File: src/wpdm_pkg.sv
// Shared constants, types and elaboration-time helpers of the peak level meter
package wpdm_pkg;

  // Field and register widths
  localparam int SAMPLE_BITS   = 12;
  localparam int COUNT_BITS    = 16;
  localparam int WLEN_BITS     = 16;
  localparam int OFFSET_BITS   = 14;
  localparam int LEVEL_BITS    = 16;
  localparam int CFG_IDX_BITS  = 2;
  localparam int CFG_DATA_BITS = 16;

  // Register map
  localparam logic [CFG_IDX_BITS-1:0] REG_WINDOW_LENGTH = CFG_IDX_BITS'(0);
  localparam logic [CFG_IDX_BITS-1:0] REG_SENS_OFFSET   = CFG_IDX_BITS'(1);
  localparam logic [CFG_IDX_BITS-1:0] REG_NOISE_THRESH  = CFG_IDX_BITS'(2);

  // Register reset values (42 dB offset, 50 dB threshold)
  localparam logic [WLEN_BITS-1:0]          WLEN_RESET   = WLEN_BITS'(4000);
  localparam logic [OFFSET_BITS-1:0]        OFFSET_RESET = OFFSET_BITS'(10752);
  localparam logic signed [LEVEL_BITS-1:0]  THRESH_RESET = LEVEL_BITS'(12800);

  // Log2 datapath: Q1.30 mantissa, Q.24 result, one fraction bit per stage
  localparam int FRAC_BITS  = 24;
  localparam int EXP_BITS   = $clog2(SAMPLE_BITS);
  localparam int MANT_BITS  = 31;
  localparam int SQ_BITS    = 2 * MANT_BITS;
  localparam int LOG_STAGES = FRAC_BITS;
  localparam int SHIFT_BITS = $clog2(MANT_BITS);

  // dB scaling: s is signed Q.24, product is Q.40
  localparam int S_BITS      = EXP_BITS + FRAC_BITS + 2;
  localparam int K_BITS      = 28;
  localparam int P_BITS      = S_BITS + K_BITS;
  localparam int ROUND_SHIFT = 40;
  localparam int TERM_BITS   = LEVEL_BITS + 2;
  localparam int SUM_BITS    = TERM_BITS + 1;

  localparam int FS_INT    = (1 << SAMPLE_BITS) - 1;
  // Smallest peak at or above 10 mV: 330 * peak >= full scale
  localparam int LOW_LIMIT = (FS_INT + 329) / 330;
  localparam int LOG2_VREF = 28898185;   // log2(3.3) in Q.24

  localparam logic signed [K_BITS-1:0] K_DB = K_BITS'(101008905); // 5120*log10(2), Q.16
  localparam logic [P_BITS-1:0] ROUND_HALF = P_BITS'(1) << (ROUND_SHIFT - 1);
  localparam logic signed [SUM_BITS-1:0] LEVEL_MAX = SUM_BITS'((1 << (LEVEL_BITS - 1)) - 1);
  localparam logic signed [SUM_BITS-1:0] LEVEL_MIN = -SUM_BITS'(1 << (LEVEL_BITS - 1));

  // Bit-exact log2 in Q.24 by repeated squaring, evaluated at elaboration only
  function automatic logic [31:0] log2_q24_const(input logic [31:0] v);
    logic [63:0] m;
    logic [31:0] acc;
    int          e;
    e = 0;
    for (int k = 0; k < 32; k++) begin
      if (v[k]) e = k;
    end
    m   = 64'(v) << (30 - e);
    acc = 32'(e) << FRAC_BITS;
    for (int i = FRAC_BITS - 1; i >= 0; i--) begin
      m = (m * m) >> 30;
      if (m >= 64'h8000_0000) begin
        m   = m >> 1;
        acc = acc | (32'd1 << i);
      end
    end
    return acc;
  endfunction

  // log2(3.3) - log2(full scale), Q.24
  localparam int LOG2_OFFSET = LOG2_VREF - int'(log2_q24_const(32'(FS_INT)));
  localparam logic signed [S_BITS-1:0] S_OFFSET = S_BITS'(LOG2_OFFSET);

  // Log2 result of one finished window
  typedef struct packed {
    logic                   low;
    logic [EXP_BITS-1:0]    expo;
    logic [FRAC_BITS-1:0]   frac;
    logic [SAMPLE_BITS-1:0] peak;
  } log_res_t;

  // Registers seen by the level stage
  typedef struct packed {
    logic [OFFSET_BITS-1:0]        offset;
    logic signed [LEVEL_BITS-1:0]  threshold;
  } level_cfg_t;

endpackage

File: src/wpdm_window.sv
// Window accumulator: running peak and sample count, emits the peak at window end
module wpdm_window import wpdm_pkg::*; (
  input  logic                   clk,
  input  logic                   rst_n,
  input  logic                   in_valid,
  output logic                   in_ready,
  input  logic [SAMPLE_BITS-1:0] in_sample,
  input  logic [WLEN_BITS-1:0]   window_length,
  output logic                   pk_valid,
  input  logic                   pk_ready,
  output logic [SAMPLE_BITS-1:0] pk_peak
);

  localparam int CMP_BITS = (COUNT_BITS + 1 > WLEN_BITS) ? COUNT_BITS + 1 : WLEN_BITS;

  logic [COUNT_BITS-1:0]  count_r, count_nxt;
  logic [SAMPLE_BITS-1:0] peak_r, peak_nxt;
  logic                   pv_r, pv_nxt;
  logic [SAMPLE_BITS-1:0] pk_r, pk_nxt;
  logic [SAMPLE_BITS-1:0] peak_max;
  logic [WLEN_BITS-1:0]   len;
  logic [CMP_BITS-1:0]    cnt_inc;
  logic                   win_end;
  logic                   accept;

  // Hand-off register may take a new window peak when empty or draining
  assign in_ready = !pv_r || pk_ready;
  assign accept   = in_valid && in_ready;

  // Running max, length zero treated as one, end test on the widened count
  assign peak_max = (in_sample > peak_r) ? in_sample : peak_r;
  assign len      = (window_length == '0) ? WLEN_BITS'(1) : window_length;
  assign cnt_inc  = CMP_BITS'(count_r) + CMP_BITS'(1);
  assign win_end  = cnt_inc >= CMP_BITS'(len);

  // Next state
  always_comb begin
    count_nxt = count_r;
    peak_nxt  = peak_r;
    pv_nxt    = pv_r && !pk_ready;
    pk_nxt    = pk_r;
    if (accept) begin
      if (win_end) begin
        count_nxt = '0;
        peak_nxt  = '0;
        pv_nxt    = 1'b1;
        pk_nxt    = peak_max;
      end else begin
        count_nxt = cnt_inc[COUNT_BITS-1:0];
        peak_nxt  = peak_max;
      end
    end
  end

  // Control and accumulator state
  always_ff @(posedge clk) begin
    if (!rst_n) begin
      count_r <= '0;
      peak_r  <= '0;
      pv_r    <= 1'b0;
    end else begin
      count_r <= count_nxt;
      peak_r  <= peak_nxt;
      pv_r    <= pv_nxt;
    end
  end

  // Peak payload
  always_ff @(posedge clk) begin
    pk_r <= pk_nxt;
  end

  assign pk_valid = pv_r;
  assign pk_peak  = pk_r;

endmodule

File: config.mk
export PLATFORM = sky130hd
export DESIGN_NAME = wpdm_window
export DESIGN_NICKNAME = d
export VERILOG_FILES = /design/src/wpdm_pkg.sv /design/src/wpdm_window.sv
export SDC_FILE = /design/constraint.sdc
export NUM_CORES = 1
export LEC_CHECK = 0
export ABC_AREA = 1
export BUFFER_PORTS_ARGS = -buffer_cell sky130_fd_sc_hd__buf_2
export CAP_MARGIN = 25
export CELL_PAD_IN_SITES_DETAIL_PLACEMENT = 0
export CELL_PAD_IN_SITES_GLOBAL_PLACEMENT = 1
export CORE_UTILIZATION = 41
export DETAILED_ROUTE_END_ITERATION = 8
export PLACE_DENSITY_LB_ADDON = 0.1
export SLEW_MARGIN = 20
export SYNTH_ARGS = -nofsm -noshare
export SYNTH_HDL_FRONTEND = slang
export SYNTH_SLANG_ARGS = --single-unit
File: constraint.sdc
create_clock -name clk -period 3.3 [get_ports clk]
set_input_delay 0.66 -clock clk [delete_from_list [all_inputs] [get_ports clk]]
set_output_delay 0.66 -clock clk [all_outputs]
set_load 0.05 [all_outputs]
==> summary.md <==
| Metric | Value |
|---|---|
| DR WL/cell | `12.1 um` |
| Initial antenna violation count | `0` |
| DRT Wirelength | `6650 um` |
| HPWL Detailed | `4980 um` |
| Final count of negative-setup-slack endpoints | `0` |
| # IOs | `46` |
| Crit path required time | `3.53 ns` |
| Largest net degree at the start of global routing | `50` |
| Layout cells sized above 1 | `17.5%` |
| TritonCTS sink count | `41` |
| Root buffer cell | `clkbuf_8` |
| Initial core utilization | `42.6%` |
| Syn_nets | `466` |
| Routability cong. | `0.784` |
| Clock latency on the worst-skew pair | `0.29 ns` |
| Ys Warns | `0` |
| Clk pin slew, worst setup/hold paths | `0.08 ns` |
| Vias in the first global route | `2,344` |
| Area grow syn2layout | `13.6%` |
| Fin util | `48.4%` |
| Via-to-Cell Ratio | `approximately 4.6` |
| Seq cells post-synth | `41` |
| Status | `completed` |
| Seq/Total Area, Yosys | `32.5%` |
| Min-delay worst type | `reg -> reg` |
| Final hold vios | `0` |
| Post-route non-filler standard cell count | `548` |
| Post-route ant nets | `0` |
| Grt ovf | `0` |
| DIE AREA | `7400 um2` |
| Peak supply drop | `184 uV` |
| CTS max path bufs | `2` |
| Post-Syn Area per Cell | `7.15 um2` |
| I/O Buffers | `45` |
| Fin Clk Skew | `~0.0025 ns` |
| LEAKAGE | `1.69 nW` |
| Drt pass-1 iters | `4` |
| Maximum fanout along the worst path | `14` |
| Worst setup EP type | `flip-flop` |
| First-pass GRT wire length | `11,200 um` |
| Worst-margin pin slew | `0.522 ns` |
| Cts bufs inserted | `5` |
| Placed Cells | `540` |
| Yosys cell types | `34` |
| Minimum clock period | `around 2.9 ns` |
| CP arrival | `3.15 ns` |
| H-tree levels | `2` |
| Max Cap Viol | `0` |
| Routed vias | `2,544` |
| All-Layer GR Usage | `19.4%` |
| Number of synthesized flops with an enable pin | `12` |
| Sum of negative setup slack | `0 ns` |
| Async SR Flop Fraction | `0%` |
| Power density over the cells | `between 300 and 400 nW/um2` |
| Final antenna diode count | `0` |
| Max-slew violations | `0` |
| Starting DRT DRC Count | `110` |
| Standard-cell rows | `30` |
| Period utilization | `88.6%` |
| Crit path launch type | `flip-flop` |
| Cells after Synth | `405` |
| Setup Crit Path Kind | `reg -> reg` |
| Core area | `a little under 7000 um2` |
| Synthesized cell area | `2890 um2` |
| Nets | `between 500 and 600` |
| Slew Limit Headroom | `65.2%` |
| Overall power | `about 1.2 mW` |
| Die boundary height | `86.0 um` |
| Unrepaired setup endpoints after global routing | `no` |
| Residual DRC | `0` |
| Fmax | `0.342 GHz` |
| Main synth FF type | `dfxtp_1` |
| CTS tree | `yes` |
| Die X | `86.0 um` |
## stage by stage
stage	hold WS (ns)	area [um2]	worst slack, ns
finish	0.492	3290	0.376
global route	0.527	3290	0.0949
CTS	0.496	3280	0.198
detailed placement	0.483	3200	0.199
global placement	0.475	3200	0.302
floorplan	0.458	2890	0.505
## cells by family (layout without fill, tap and decap cells)
logic type                 after synthesis  after routing  share of synthesized area [%]
AOI/OAI and AO/OA                       29             29                           5.88
xor gates and xnor gates                11             11                           3.33
adders and majority gates               29             29                           12.5
buffers and inverters                   74            121                           10.7
DFF                                     41             41                           32.5
muxes                                    3              3                           1.04
and+or+nand+nor                        218            218                           34.0
## placed cells by master (no fill, tap or decap), types with 2 or more instances in the layout
cell type  count
nand2_2        2
inv_1         62
a21oi_1       14
nor2_2        12
nor4_1         5
nand3b_1       2
mux2i_1        3
nor2_4         2
nand4_1        4
clkbuf_1       3
nand2_1      105
nor3_1         4
ha_1          29
nor2_1        45
o21ai_0        4
buf_2         45
buf_4          5
clkbuf_8       5
dfxtp_1       28
nand3_1       32
nand2_4        2
o21ai_1        5
xor2_1        11
edfxtp_1      12
## per-layer routing
metal	up-vias	global-route usage (%)	share of wire [%]
li1	1379	-	-
met1	1115	28.9	56
met2	45	28.9	40
met3	5	3.27	3.7
met4	0	4.55	0.78
met5	-	0	0
## timing repair
action | CTS | global route
resized for setup | 0 | 2
setup buffers | 0 | 0
setup endpoints to repair | 0 | 12
hold buffers | 0 | 0
## layout make-up
class                           count  area, um2
Clock buffer                        8       80.1
Fill cell                         708       3510
Inverter                           63        240
Multi-Input combinational cell    290       1640
Sequential cell                    41        942
Tap cell                           96        120
Timing Repair Buffer               50        263
## critical path: stages (launching register included)
cell and delay [ns]:
dfxtp_1 0.42, nand2_1 0.08, nor2_1 0.21, nand3_1 0.16, nor2_1 0.16, nand2_1 0.08
xor2_1 0.24, ha_1 0.28, nand2_1 0.11, inv_1 0.05, nand2_1 0.06, nand2_1 0.04
nand2_1 0.05, nand2_1 0.05, nor2_2 0.11, nand3_2 0.11, nand2_4 0.08, buf_4 0.24
nand2_4 0.18, nor2_1 0.14
## synthesized netlist by cell type, drive strengths merged (3+ instances only)
| master | number | area [um2] |
|---|---|---|
| mux2i | 3 | 30.0 |
| xor2 | 11 | 96.3 |
| dfxtp | 29 | 581 |
| ha | 29 | 363 |
| nor2 | 59 | 267 |
| nand4 | 4 | 25.0 |
| nand3b | 3 | 35.0 |
| nand2 | 109 | 429 |
| nor3 | 4 | 20.0 |
| nand3 | 33 | 170 |
| inv | 63 | 236 |
| clkbuf | 4 | 15.0 |
| a21oi | 15 | 86.3 |
| buf | 7 | 58.8 |
| nor4 | 5 | 31.3 |
| edfxtp | 12 | 360 |
| o21ai | 9 | 45.0 |
## where the power goes
group	switching (mW)	total, mW	internal, mW
sequential	0.0195	0.575	0.555
clock	0.174	0.325	0.151
combinational	0.200	0.308	0.107
total	0.394	1.21	0.813
## registers in the layout, summed over array words and instances, names as in the netlist
register and cells:
count_r 16, peak_r 12, pk_peak 12, pk_valid 1
## worst paths after layout
kind | slack [ns] | startpoint | endpoint | cells after the start
max | 0.38 | count_r[6] | count_r[15] | 19
min | 0.49 | count_r[3] | count_r[3] | 2
max reg2reg | 0.38 | count_r[6] | count_r[15] | 19
min reg2reg | 0.49 | count_r[3] | count_r[3] | 2
No activity file was read; power rests on OpenSTA's default activity.
