===== config.mk =====
export PLATFORM = sky130hd
export DESIGN_NAME = wpdm_level
export DESIGN_NICKNAME = d
export VERILOG_FILES = /design/src/wpdm_pkg.sv /design/src/wpdm_level.sv
export SDC_FILE = /design/constraint.sdc
export NUM_CORES = 1
export LEC_CHECK = 0
export ABC_AREA = 1
export BUFFER_PORTS_ARGS = -buffer_cell sky130_fd_sc_hd__buf_2
export CAP_MARGIN = 20
export CORE_MARGIN = 1.5
export CORE_UTILIZATION = 40
export CTS_BUF_LIST = sky130_fd_sc_hd__clkbuf_8
export DETAILED_ROUTE_END_ITERATION = 12
export SLEW_MARGIN = 20
export SYNTH_ARGS = -nofsm -noshare
export SYNTH_HDL_FRONTEND = slang
export SYNTH_SLANG_ARGS = --single-unit

===== constraint.sdc =====
create_clock -name clk -period 20.4 [get_ports clk]
set_input_delay 1.02 -clock clk [delete_from_list [all_inputs] [get_ports clk]]
set_output_delay 1.02 -clock clk [all_outputs]
set_load 0.03 [all_outputs]

===== src/wpdm_pkg.sv =====
// Shared constants, types and elaboration-time helpers of the peak level meter
package wpdm_pkg;

  // Field and register widths
  localparam int SAMPLE_BITS   = 12;
  localparam int COUNT_BITS    = 16;
  localparam int WLEN_BITS     = 16;
  localparam int OFFSET_BITS   = 14;
  localparam int LEVEL_BITS    = 16;
  localparam int CFG_IDX_BITS  = 2;
  localparam int CFG_DATA_BITS = 16;

  // Register map
  localparam logic [CFG_IDX_BITS-1:0] REG_WINDOW_LENGTH = CFG_IDX_BITS'(0);
  localparam logic [CFG_IDX_BITS-1:0] REG_SENS_OFFSET   = CFG_IDX_BITS'(1);
  localparam logic [CFG_IDX_BITS-1:0] REG_NOISE_THRESH  = CFG_IDX_BITS'(2);

  // Register reset values (42 dB offset, 50 dB threshold)
  localparam logic [WLEN_BITS-1:0]          WLEN_RESET   = WLEN_BITS'(4000);
  localparam logic [OFFSET_BITS-1:0]        OFFSET_RESET = OFFSET_BITS'(10752);
  localparam logic signed [LEVEL_BITS-1:0]  THRESH_RESET = LEVEL_BITS'(12800);

  // Log2 datapath: Q1.30 mantissa, Q.24 result, one fraction bit per stage
  localparam int FRAC_BITS  = 24;
  localparam int EXP_BITS   = $clog2(SAMPLE_BITS);
  localparam int MANT_BITS  = 31;
  localparam int SQ_BITS    = 2 * MANT_BITS;
  localparam int LOG_STAGES = FRAC_BITS;
  localparam int SHIFT_BITS = $clog2(MANT_BITS);

  // dB scaling: s is signed Q.24, product is Q.40
  localparam int S_BITS      = EXP_BITS + FRAC_BITS + 2;
  localparam int K_BITS      = 28;
  localparam int P_BITS      = S_BITS + K_BITS;
  localparam int ROUND_SHIFT = 40;
  localparam int TERM_BITS   = LEVEL_BITS + 2;
  localparam int SUM_BITS    = TERM_BITS + 1;

  localparam int FS_INT    = (1 << SAMPLE_BITS) - 1;
  // Smallest peak at or above 10 mV: 330 * peak >= full scale
  localparam int LOW_LIMIT = (FS_INT + 329) / 330;
  localparam int LOG2_VREF = 28898185;   // log2(3.3) in Q.24

  localparam logic signed [K_BITS-1:0] K_DB = K_BITS'(101008905); // 5120*log10(2), Q.16
  localparam logic [P_BITS-1:0] ROUND_HALF = P_BITS'(1) << (ROUND_SHIFT - 1);
  localparam logic signed [SUM_BITS-1:0] LEVEL_MAX = SUM_BITS'((1 << (LEVEL_BITS - 1)) - 1);
  localparam logic signed [SUM_BITS-1:0] LEVEL_MIN = -SUM_BITS'(1 << (LEVEL_BITS - 1));

  // Bit-exact log2 in Q.24 by repeated squaring, evaluated at elaboration only
  function automatic logic [31:0] log2_q24_const(input logic [31:0] v);
    logic [63:0] m;
    logic [31:0] acc;
    int          e;
    e = 0;
    for (int k = 0; k < 32; k++) begin
      if (v[k]) e = k;
    end
    m   = 64'(v) << (30 - e);
    acc = 32'(e) << FRAC_BITS;
    for (int i = FRAC_BITS - 1; i >= 0; i--) begin
      m = (m * m) >> 30;
      if (m >= 64'h8000_0000) begin
        m   = m >> 1;
        acc = acc | (32'd1 << i);
      end
    end
    return acc;
  endfunction

  // log2(3.3) - log2(full scale), Q.24
  localparam int LOG2_OFFSET = LOG2_VREF - int'(log2_q24_const(32'(FS_INT)));
  localparam logic signed [S_BITS-1:0] S_OFFSET = S_BITS'(LOG2_OFFSET);

  // Log2 result of one finished window
  typedef struct packed {
    logic                   low;
    logic [EXP_BITS-1:0]    expo;
    logic [FRAC_BITS-1:0]   frac;
    logic [SAMPLE_BITS-1:0] peak;
  } log_res_t;

  // Registers seen by the level stage
  typedef struct packed {
    logic [OFFSET_BITS-1:0]        offset;
    logic signed [LEVEL_BITS-1:0]  threshold;
  } level_cfg_t;

endpackage


===== src/wpdm_level.sv =====
// Level stage: dB scaling, rounding, offset, saturation and noise flag
module wpdm_level import wpdm_pkg::*; (
  input  logic                          clk,
  input  logic                          rst_n,
  input  logic                          up_valid,
  output logic                          up_ready,
  input  log_res_t                      up_res,
  input  level_cfg_t                    cfg,
  output logic                          out_valid,
  input  logic                          out_ready,
  output logic signed [LEVEL_BITS-1:0]  out_level_db,
  output logic [SAMPLE_BITS-1:0]        out_peak_count,
  output logic                          out_high_noise
);

  logic                          ld_a, ld_b, ld_c;
  logic                          a_v_r, b_v_r, out_valid_r;
  logic signed [S_BITS-1:0]      s_r, s_nxt;
  logic                          a_low_r, b_low_r;
  logic [SAMPLE_BITS-1:0]        a_peak_r, b_peak_r, peak_out_r;
  logic signed [P_BITS-1:0]      p_r, p_nxt;
  logic                          neg;
  logic [P_BITS-1:0]             mag, rnd;
  logic signed [TERM_BITS-1:0]   tmag, term;
  logic signed [SUM_BITS-1:0]    sum, sat;
  logic signed [LEVEL_BITS-1:0]  level_nxt, level_r;
  logic                          noise_nxt, noise_r;

  // Stall chain
  assign ld_c     = !out_valid_r || out_ready;
  assign ld_b     = !b_v_r || ld_c;
  assign ld_a     = !a_v_r || ld_b;
  assign up_ready = ld_a;

  // Stage A: log2(peak) + log2(3.3) - log2(full scale)
  assign s_nxt = $signed(S_BITS'({up_res.expo, up_res.frac})) + S_OFFSET;

  // Stage B: scale to 1/256 dB in Q.40
  assign p_nxt = P_BITS'(s_r) * P_BITS'(K_DB);

  // Stage C: round half away from zero, add offset, clamp, flag
  always_comb begin
    neg  = p_r[P_BITS-1];
    mag  = neg ? P_BITS'(-p_r) : P_BITS'(p_r);
    rnd  = (mag + ROUND_HALF) >> ROUND_SHIFT;
    tmag = $signed(TERM_BITS'(rnd));
    term = b_low_r ? '0 : (neg ? -tmag : tmag);
    sum  = $signed(SUM_BITS'(cfg.offset)) + SUM_BITS'(term);
    priority if (sum > LEVEL_MAX) begin
      sat = LEVEL_MAX;
    end else if (sum < LEVEL_MIN) begin
      sat = LEVEL_MIN;
    end else begin
      sat = sum;
    end
    level_nxt = LEVEL_BITS'(sat);
    noise_nxt = level_nxt > cfg.threshold;
  end

  // Valid bits
  always_ff @(posedge clk) begin
    if (!rst_n) begin
      a_v_r       <= 1'b0;
      b_v_r       <= 1'b0;
      out_valid_r <= 1'b0;
    end else begin
      if (ld_a) a_v_r <= up_valid;
      if (ld_b) b_v_r <= a_v_r;
      if (ld_c) out_valid_r <= b_v_r;
    end
  end

  // Payload
  always_ff @(posedge clk) begin
    if (ld_a) begin
      s_r      <= s_nxt;
      a_low_r  <= up_res.low;
      a_peak_r <= up_res.peak;
    end
    if (ld_b) begin
      p_r      <= p_nxt;
      b_low_r  <= a_low_r;
      b_peak_r <= a_peak_r;
    end
    if (ld_c) begin
      level_r    <= level_nxt;
      noise_r    <= noise_nxt;
      peak_out_r <= b_peak_r;
    end
  end

  assign out_valid      = out_valid_r;
  assign out_level_db   = level_r;
  assign out_peak_count = peak_out_r;
  assign out_high_noise = noise_r;

endmodule


==> out/metrics.cfg, run 1 <==
[status]
status = finished, final reports clean

[place]
io_buffers = 105
gp_congestion = 0.940
dp_hpwl_um = 41800

[grt]
grt_overflow = 0
groute.usage.overall_pct = 19.5
grt_start_max_net_pins = 62
grt_pass1_vias = 15088
antenna_found_initial = 3
grt_pass1_wl_um = 76700

[clocking]
cts_sinks = 146
cts_buffer_depth = 2
cts.clk_slew.worst_paths_ns = 0.09
cts_hold_buf = 0
cts_resized = 0
clk-insertion-delay-late_ns = 0.50
h-tree-depth = 4
post_cts_buffers = 0
root_buffer = clkbuf_8
cts_inserted_buffers = 17
cts_tree = yes

[sta]
rsz0062_at_grt = no
setup_violations = 0
fin_crit_sh_pct = 34.0
report.final.slew_viol_count = 0
relSlewSlack_pct = 52.5
setup_tns_ns = 0
hold_violations = 0
tightest_slew_ns = 0.713
fmax_mhz = 144
skew_ns = 0.0142
min_period_ns = 6.94

[setup_path]
reg2reg_slack_ns = 13.46
endpoint_kind = flip-flop
crit_top_cell = inv_1
start_kind = flip-flop
worstPathRequired_ns = 20.65
r2r_cells = 30
worstPathMaxFanout = 7
crit_type = reg -> reg
critPathArrivalTime_ns = 7.19
cpMaxStageDelayCell = edfxtp_1
critPathMaxStageDelay_ns = 0.60

[synth]
synth_edf_count = 143
syn_area_per_cell_um2 = 8.91
ys_seq_elements = 146
ys_seq_area_share_pct = 21.9
synthCells = 2231
async_reset_ff_share_pct = 0
ys_warn_count = 0
syn_nets = 2834
syn_area_um2 = 19900
synthFlopType = edfxtp_1
yosysUniqueCellTypes = 49

[route]
wire_per_inst_um = 15.9
drc = 0
drt_iter0_markers = 563
via_count = 14625
wl_um = 48200
ant_nets = 0
routed_via_density = 4.83
drtPass1Iterations = 5

[floorplan]
coreArea_um2 = 49000
num_rows = 81
fp.dieArea_um2 = 51000
num_io_pins = 106
die-width_um = 226
initial_utilization_pct = 40.6
die_h_um = 226

[hold_path]
worstHoldPathType = reg -> reg
hold_depth = 0

[layout]
drive_above_1_share_pct = 10.9
nNetsFinal = 2954
n_fill_cell = 4851
syn2layout_area_growth_pct = 8.79

[flow_run]
max_cap_violations = 0

-- cells in the mapped netlist, types with 5 or more instances --
cell      count  area [um2]
o21ai_0      52         260
a31oi_1      10        62.6
o21ai_1      13        65.1
nor2_4        8        90.1
nand2_4      10         113
nand3_2      10         100
xnor2_1      39         342
edfxtp_1    143        4290
nand3_1      61         305
nand3b_1      8        60.1
nor2_1      196         736
or2_2         7        43.8
nand2_2      33         206
nor2_2       26         163
inv_1       473        1780
xor2_1       58         508
ha_1        331        4140
nor3_1       18        90.1
nand2_1     339        1270
o21a_1        6        45.0
nand4_1      20         125
inv_2         6        22.5
a21oi_1     104         521
fa_1        197        3940
a211oi_1      5        37.5
-- kinds of logic after synthesis --
logic type / Yosys count / share of synthesized area (%)
simple gates: 747 / 17.4
fa+ha+maj: 528 / 40.7
buf+inv: 490 / 9.35
compound gates: 221 / 6.30
flops: 146 / 21.9
xor+xnor: 98 / 4.36
mux: 1 / 0.0567
-- worst paths after layout --
path,start,endpoint
hold / removal,b_peak_r[3],out_peak_count[3]
hold reg to reg,b_peak_r[3],out_peak_count[3]
setup / recovery,s_r[8],p_r[56]
setup reg to reg,s_r[8],p_r[56]
-- flip-flops by register name (all words and copies together) (netlist names) --
signal and cells:
out_peak_count 12, out_valid 1, a_v_r 1, b_peak_r 12, b_low_r 1, s_r 30
out_high_noise 1, a_peak_r 12, a_low_r 1, p_r 58, out_level_db 16, b_v_r 1
-- final cells by class --
type                       count  area, um2  share of cell area (%)
clock inverter                15        166                   0.770
timing repair buffer         110        563                    2.60
inverter                     481       1810                    8.35
tap                          664        831                    3.84
sequential                   146       4350                    20.1
multi-input combinational   1595      13700                    63.2
antenna                        1       2.50                  0.0116
clock buffer                  17        234                    1.08
-- metal layers --
layer | GRT usage (%) | up-vias | routed length [um]
li1 | - | 7367 | -
met1 | 24.7 | 6935 | 21800
met2 | 34.1 | 247 | 23400
met3 | 2.63 | 70 | 1450
met4 | 7.04 | 6 | 1520
met5 | 0 | - | 40
-- critical path: cells and delay by family (launching register included) --
family	cells	cell delay, ns
flops	1	0.60
xor+xnor	1	0.13
fa+ha+maj	8	3.46
buf+inv	7	0.47
simple gates	7	0.62
compound gates	7	1.41
-- metrics by stage --
stage	std cells	setup WS (ns)	hold WS, ns	instance area (um2)	utilization, %
after global placement	2996	13.47	0.402	21200	43.3
after global routing	3028	12.80	0.440	21600	44.2
final	3029	13.46	0.425	21600	44.2
after floorplan	2231	13.64	0.400	19900	-
after CTS	3028	13.45	0.428	21600	44.2
after detailed placement	2996	13.45	0.405	21200	43.3
-- layout by cell type (no fill, tap or decap), drive strengths merged --
cell type	instances
o21a	6
inv	489
nand4	20
ha	331
o31ai	2
a21boi	8
xnor2	40
diode	1
nand3	74
a22o	1
nand3b	8
a2bb2oi	1
bufinv	1
buf	110
a21o	3
nand2	382
nor4	2
nor2	233
a31oi	10
o221ai	2
clkbuf	17
xor2	58
o211ai	4
edfxtp	143
clkinv	5
nor3	18
clkinvlp	1
mux2	1
and2	3
o21bai	4
dfxtp	3
o21ai	70
a211oi	5
fa	197
or2	7
a21oi	105
Power of run 1 is left out: the tool's default activity adds up to more than one toggle a clock period on the data nets, which glitch-free logic cannot reach.
==> run 2: changes to the inputs <==
==> constraint.sdc (replaced) <==
create_clock -name clk -period 6.8 [get_ports clk]
set_input_delay 0.34 -clock clk [delete_from_list [all_inputs] [get_ports clk]]
set_output_delay 0.34 -clock clk [all_outputs]
set_load 0.03 [all_outputs]
==> run 2 against run 1 <==
First-iteration DRC count is 19% higher. Die area unchanged. Count of clock-buffer cells in the layout up 1. Critical path type unchanged. Core utilization is 1.3 points higher. Global-route usage rose by 0.42 points. Critical path depth grew 1. Via count is 2.0% higher. Sequential cell count is the same. Wire length is 3.8% higher. Sequential share of layout area fell by 0.59 points. Worst hold slack worse by 0.38 ns.
==> out/metrics.cfg, run 2 (synthesis gave the netlist of run 1 again) <==
[sta]
setup_tns_ns = 0  ; unchanged
fin_crit_sh_pct = 93.8  ; +60 points
skew_ns = 0.0364  ; +0.0221 ns
min_period_ns = 6.38  ; -0.563 ns
report.final.slew_viol_count = 0  ; unchanged
tightest_slew_ns = 0.686  ; -0.0270 ns
setup_violations = 0  ; unchanged
relSlewSlack_pct = 54.2  ; +1.8 points
rsz0062_at_grt = yes
hold_violations = 0  ; unchanged
fmax_mhz = 157  ; +8.8%

[setup_path]
crit_top_cell = inv_1
critPathArrivalTime_ns = 6.65  ; -0.54 ns
reg2reg_slack_ns = 0.42  ; -13.04 ns
worstPathMaxFanout = 6  ; -1
crit_type = reg -> reg
endpoint_kind = flip-flop
worstPathRequired_ns = 7.07  ; -13.58 ns
cpMaxStageDelayCell = fa_1
critPathMaxStageDelay_ns = 0.58  ; -0.02 ns
start_kind = flip-flop

[route]
wire_per_inst_um = 16.2  ; +1.9%
drt_iter0_markers = 668  ; +19%
drc = 0  ; unchanged
routed_via_density = 4.83  ; +0.13%
wl_um = 50000  ; +3.8%
ant_nets = 0  ; unchanged
drtPass1Iterations = 5  ; unchanged
via_count = 14920  ; +2.0%

[layout]
diodes = 0  ; -1
final_util_pct = 45.5  ; +1.3 points
drive_above_1_share_pct = 13.7  ; +2.8 points
final_cells = 3086  ; +1.9%
final_cell_mix = inv_1 (474), nand2_1 (329), ha_1 (328)
largest_reg_flops = 58  ; unchanged
largest_register = p_r
nNetsFinal = 3012  ; +2.0%
final_common_cell = inv_1
syn2layout_area_growth_pct = 12.1

[clocking]
cts_buffer_depth = 2  ; unchanged
cts_inserted_buffers = 17  ; unchanged
h-tree-depth = 4  ; unchanged
root_buffer = clkbuf_8
clk-insertion-delay-late_ns = 0.53  ; +0.03 ns
cts_sinks = 146  ; unchanged
cts.clk_slew.worst_paths_ns = 0.09  ; about the same
cts_tree = yes

[place]
io_buffers = 105  ; unchanged
gp_congestion = 0.967  ; +2.9%
dp.cells = 3014  ; +0.60%
dp_hpwl_um = 43000  ; +2.9%

[floorplan]
die-width_um = 226  ; unchanged
num_io_pins = 106  ; unchanged
fp.dieArea_um2 = 51000  ; unchanged
coreArea_um2 = 49000  ; unchanged
die_h_um = 226  ; unchanged
initial_utilization_pct = 40.6  ; unchanged
num_rows = 81  ; unchanged

[grt]
antenna_found_initial = 0  ; -3
grt_overflow = 0  ; unchanged
groute.usage.overall_pct = 20.0  ; +0.42 points
grt_pass1_wl_um = 77900  ; +1.6%
grt_start_max_net_pins = 59  ; -4.8%
grt_pass1_vias = 15243  ; +1.0%

[status]
status = finished, final reports clean

[hold_path]
worstHoldPathType = in -> reg

[flow_run]
max_cap_violations = 0  ; unchanged

run 2: per-layer routing:
layer	up-vias	part of all wire [%]	GRT usage, %
li1	7482	-	-
met1	7146	44	24.2
met5	-	0	0
met3	50	3.0	2.76
met4	0	1.7	4.87
met2	242	51	36.9
run 2: stage by stage:
step / instance area, um2 / setup slack [ns] / hold WS [ns]
after detailed placement: 21400 / 0.0324 / 0.405
after CTS: 21900 / 0.0193 / 0.00664
after global routing: 22300 / -0.0291 / 0.0295
after global placement: 21400 / 0.0143 / 0.401
final: 22300 / 0.423 / 0.0481
after floorplan: 19900 / 0.0409 / 0.400
run 2: worst max-delay path: cells and delay by family, from the launching register on:
family | cells | cell delay [ns]
XOR/XNOR | 1 | 0.07
adder cells (fa/ha/maj) | 8 | 3.29
buffers and inverters | 8 | 0.65
flip-flops | 1 | 0.39
AND/OR/NAND/NOR | 6 | 0.48
AO/OA/AOI/OAI | 8 | 1.25
run 2: path summary, 6_finish.rpt:
kind	startpoint	end	cells after the start
max	s_r[11]	p_r[56]	31
min	rst_n	b_v_r	2
max reg2reg	s_r[11]	p_r[56]	31
min reg2reg	a_peak_r[8]	b_peak_r[8]	0
run 2: cell type report:
cell class	instances	area, um2
clock buffers	18	248
repair buffers	167	1040
multi-input cells	1596	13900
inverters	481	1810
well taps	664	831
clock inverters	14	131
fillers	4853	26700
flip-flops and latches	146	4350
run 2: repair_timing:
item / CTS / global route
setup buffers: 0 / 21
hold buffers: 18 / 0
endpoints found under the setup margin: 0 / 4
gates resized for setup: 0 / 56
hold endpoints to repair: 18 / 0
Power of run 2 is left out for the same reason.
